[src/hdl/sem_pkg.sv]
package sem_pkg;

	// input word: item code and grey level
	typedef struct packed {
		logic       func;
		logic [7:0] pixel;
	} sem_in_t;

	// output word: gradient magnitude and frame marker
	typedef struct packed {
		logic [7:0] magnitude;
		logic       last_of_frame;
	} sem_out_t;

	// register indexes on the configuration port
	localparam logic [1:0] REG_WIDTH    = 2'd0;
	localparam logic [1:0] REG_HEIGHT   = 2'd1;
	localparam logic [1:0] REG_X_KERNEL = 2'd2;
	localparam logic [1:0] REG_Y_KERNEL = 2'd3;

	// item codes
	localparam logic FUNC_PIXEL = 1'b0;
	localparam logic FUNC_FLUSH = 1'b1;

	// register reset values
	localparam logic [9:0]  WIDTH_RST    = 10'd320;
	localparam logic [12:0] HEIGHT_RST   = 13'd320;
	localparam logic [35:0] X_KERNEL_RST = 36'd4548780303;
	localparam logic [35:0] Y_KERNEL_RST = 36'd4848619503;

	localparam logic [12:0] MAX_HEIGHT = 13'd4096;
	localparam logic [12:0] MIN_SIZE   = 13'd3;

	// controller to datapath
	typedef struct packed {
		logic load;
		logic shift;
		logic conv;
		logic sq_x;
		logic sq_y;
		logic root_step;
		logic out_load;
	} sem_cmd_t;

	// datapath to controller
	typedef struct packed {
		logic emit;
		logic root_last;
		logic out_free;
	} sem_status_t;

endpackage

[src/hdl/sem_ctrl.sv]
module sem_ctrl (
	input  logic                  clk,
	input  logic                  arst_n,
	input  logic                  in_valid,
	output logic                  in_stall,
	input  sem_pkg::sem_status_t  st,
	output sem_pkg::sem_cmd_t     cmd
);

	localparam logic [2:0] S_IDLE  = 3'd0;
	localparam logic [2:0] S_SHIFT = 3'd1;
	localparam logic [2:0] S_CONV  = 3'd2;
	localparam logic [2:0] S_SQX   = 3'd3;
	localparam logic [2:0] S_SQY   = 3'd4;
	localparam logic [2:0] S_ROOT  = 3'd5;
	localparam logic [2:0] S_DONE  = 3'd6;

	logic [2:0] state_q;
	logic [2:0] state_n;

	assign in_stall = (state_q != S_IDLE);

	// next state and commands
	always_comb begin
		state_n = state_q;
		cmd = '0;
		unique case (state_q)
			S_IDLE: begin
				if (in_valid) begin
					cmd.load = 1'b1;
					state_n = S_SHIFT;
				end
			end
			S_SHIFT: begin
				cmd.shift = 1'b1;
				state_n = st.emit ? S_CONV : S_IDLE;
			end
			S_CONV: begin
				cmd.conv = 1'b1;
				state_n = S_SQX;
			end
			S_SQX: begin
				cmd.sq_x = 1'b1;
				state_n = S_SQY;
			end
			S_SQY: begin
				cmd.sq_y = 1'b1;
				state_n = S_ROOT;
			end
			S_ROOT: begin
				cmd.root_step = 1'b1;
				if (st.root_last) state_n = S_DONE;
			end
			S_DONE: begin
				if (st.out_free) begin
					cmd.out_load = 1'b1;
					state_n = S_IDLE;
				end
			end
			default: state_n = S_IDLE;
		endcase
	end

	// state register
	always_ff @(posedge clk or negedge arst_n) begin
		if (!arst_n) state_q <= S_IDLE;
		else state_q <= state_n;
	end

endmodule

[config.mk]
export PLATFORM = sky130hd
export DESIGN_NAME = sem_ctrl
export DESIGN_NICKNAME = d
export VERILOG_FILES = /design/src/hdl/sem_pkg.sv /design/src/hdl/sem_ctrl.sv
export SDC_FILE = /design/constraint.sdc
export NUM_CORES = 1
export LEC_CHECK = 0
export BUFFER_PORTS_ARGS = -buffer_cell sky130_fd_sc_hd__buf_2
export CORE_AREA = 4 4 41 43
export CTS_CLUSTER_DIAMETER = 200
export CTS_CLUSTER_SIZE = 12
export DETAILED_ROUTE_END_ITERATION = 7
export DIE_AREA = 0 0 45 47
export PLACE_DENSITY_LB_ADDON = 0.15
export SLEW_MARGIN = 20
export SYNTH_ARGS = -nofsm -noshare
export SYNTH_HDL_FRONTEND = slang
export SYNTH_SLANG_ARGS = --single-unit
[constraint.sdc]
create_clock -name clk -period 1.4 [get_ports clk]
set_input_delay 0.28 -clock clk [delete_from_list [all_inputs] [get_ports clk]]
set_output_delay 0.28 -clock clk [all_outputs]
set_load 0.03 [all_outputs]
==> results.json <==
{
  "status": "finished with violations",
  "violations": "negative setup slack",
  "placed_cell_area_sq_um": 324,
  "vias": 274,
  "switchingPower_mw": 0.545,
  "pwr_density_cell_mw_per_mm2": 2510,
  "cts.sinks": 3,
  "path_cells": "or3_4 > nor2_4 > buf_6",
  "rows": 13,
  "die_x_microns": 45,
  "synth_seq_cells": 3,
  "yosysSeqAreaShare_pct": 33.3,
  "rsz0062_at_grt": "yes",
  "p_sw_share_pct": 44.7,
  "critPathBufInv": 1,
  "fin_crit_sh_pct": 108,
  "reg_top3": "state_q x3",
  "max-cap-violations": 0,
  "syn_nets": 30,
  "worstPathRequired_ps": 1120,
  "grt_pass1_vias": 246,
  "ir_drop_mv": 0.873,
  "setup_viol": 6,
  "timing.critical_path.arrival_ps": 1230,
  "die_area_sq_mm": 0.00212,
  "avgViaCountPerCell": 4.28,
  "r2r_cells": 4,
  "leakage_nw": 0.241,
  "seqCellArea_sq_um": 75.1,
  "clk_latency_ps": 230,
  "combPwrFrac_pct": 74.8,
  "path_depth": 3,
  "cts_tree": "done",
  "cts_max_path_buffers": 2,
  "gp_congestion": 0.733,
  "worst_slew_pin_slew_ps": 231,
  "setup_tns_ps": -294,
  "hold_start": "st[1]",
  "clkPwrFrac_pct": 12.5,
  "hold_violations": 0,
  "die_height_microns": 47,
  "synth_cells": 24,
  "r2r_start": "state_q[2]",
  "grt_pass1_wl_microns": 924,
  "finalMaxSlewViolations": 0,
  "top_register": "state_q",
  "drive_above_1_share_pct": 69.4,
  "whs_ps": 349,
  "fillerInstances": 143,
  "largest_reg_flops": 3,
  "fin_crit_ps": 1510,
  "worstSetupStartpoint": "state_q[0]",
  "critPathKind": "flip-flop to primary output",
  "antenna_found_initial": 0,
  "total_power_mw": 1.22,
  "max_stage_delay_ps": 410,
  "final_area_sq_um": 487,
  "hold_class": "primary input to flip-flop",
  "final_cell_mix": "9 x buf_6, 7 x buf_4, 6 x buf_2",
  "cts_buffers": 3,
  "p_int_mw": 0.675,
  "end_kind": "primary output",
  "track_usage_pct": 6.96,
  "dr.pass1.iters": 4,
  "area_growth_pct": 116,
  "grt_overflow": 0,
  "numPortBuffers": 13,
  "io_pins": 14,
  "final_nets": 56,
  "cts.clk_slew.worst_paths_ps": 30,
  "wl_microns": 740,
  "synth_warnings": 0,
  "fin_ws_ps": -112,
  "multi_input_area_sq_um": 165,
  "drtIter0Drc": 10,
  "dpl.cell_count": 53,
  "fin_skew_ps": 3.45,
  "finalNonFillerCells": 64,
  "worst_setup_path_start_kind": "flip-flop",
  "cts_max_level": 1,
  "cp_max_fo": 2,
  "grt_max_degree": 12,
  "drc": 0,
  "ant_nets": 0,
  "synthesis.area_sq_um": 225,
  "worstHoldPathCells": 3,
  "insertedDiodeCount": 0,
  "worst_path_max_delay_cell": "or3_4",
  "postSynthAreaPerCell_sq_um": 9.38,
  "cts_root_buf": "clkbuf_4",
  "wl_per_cell_microns": 11.6,
  "max_freq_mhz": 661,
  "synth_cell_types": 17,
  "crit_family": "simple AND/OR/NAND/NOR gates",
  "start_util_pct": 17.3,
  "final_common_cell": "buf_6",
  "relSlewSlack_pct": 84.6,
  "seqPwrFrac_pct": 12.8,
  "core_sq_mm": 0.00130
}
final cells by class:
cell class	count	area share [%]
Tap cell	15	3.86
Sequential cell	3	15.4
Inverter	2	1.54
Clock buffer	4	5.40
Multi-Input combinational cell	17	33.9
Timing Repair Buffer	23	39.8
cell usage after synthesis, drive strengths merged:
cell type	n	area [sq um]
dfrtp	3	75.1
nor2	3	13.8
buf	2	22.5
inv	2	7.51
nand2b	2	12.5
nor3	2	10.0
a21o	1	7.51
a21oi	1	5.00
a221oi	1	8.76
a2bb2o	1	10.0
and3b	1	8.76
and4b	1	10.0
mux2i	1	10.0
nor3b	1	7.51
o21ai	1	5.00
or3	1	11.3
logic make-up after synthesis:
logic type / after synthesis / synth area share [%]
AOI/OAI and AO/OA: 5 / 16.1
muxes: 1 / 4.44
and+or+nand+nor: 11 / 32.8
DFF: 3 / 33.3
buffers and inverters: 4 / 13.3
power groups by stage:
stage                     sequential [mW]  combinational (mW)  clock [mW]
after floorplan                     0.173               0.445           0
after global placement              0.149               0.602           0
after detailed placement            0.149               0.602           0
after CTS                           0.154               0.749       0.158
after global routing                0.162               0.960       0.165
final                               0.156               0.912       0.152
worst register-to-register path: stages, from the launching register on:
cell and delay (ps):
dfrtp_1 380, buf_6 150, buf_4 140, mux2i_1 160, a2bb2o_1 300
worst paths after layout:
kind                              endpoint  slack [ps]
worst max-delay path                cmd[6]        -110
worst max register to register  state_q[1]         150
worst min-delay path            state_q[0]         350
max in group asynchronous       state_q[0]         910
worst min register to register  state_q[0]         640
min in group asynchronous       state_q[1]         380
what timing repair did:
| item | 4_1_cts | 5_1_grt |
|---|---|---|
| hold buffers | 1 | 0 |
| hold endpoints to repair | 3 | 0 |
| pin swaps | 1 | 1 |
| endpoints found under the setup margin | 8 | 8 |
| resized for setup | 16 | 8 |
| buffers inserted | 1 | 5 |
stage by stage:
step / util (%) / setup slack [ps]
after floorplan: - / -11.5
after global placement: 24.9 / 107
after detailed placement: 24.9 / 91.3
after CTS: 32.5 / -115
after global routing: 37.4 / -151
final: 37.4 / -112
layer usage:
metal  global-route usage [%]  vias to the layer above  routed length (microns)  part of all wire, %
li1                         -                      133                        -                    -
met1                     7.76                      127                      303                   41
met2                     7.63                       12                      376                   51
met3                     2.30                        2                       40                  5.4
met4                     12.3                        0                       19                  2.6
met5                        0                        -                        0                    0
(Power assumes the default switching activity.)
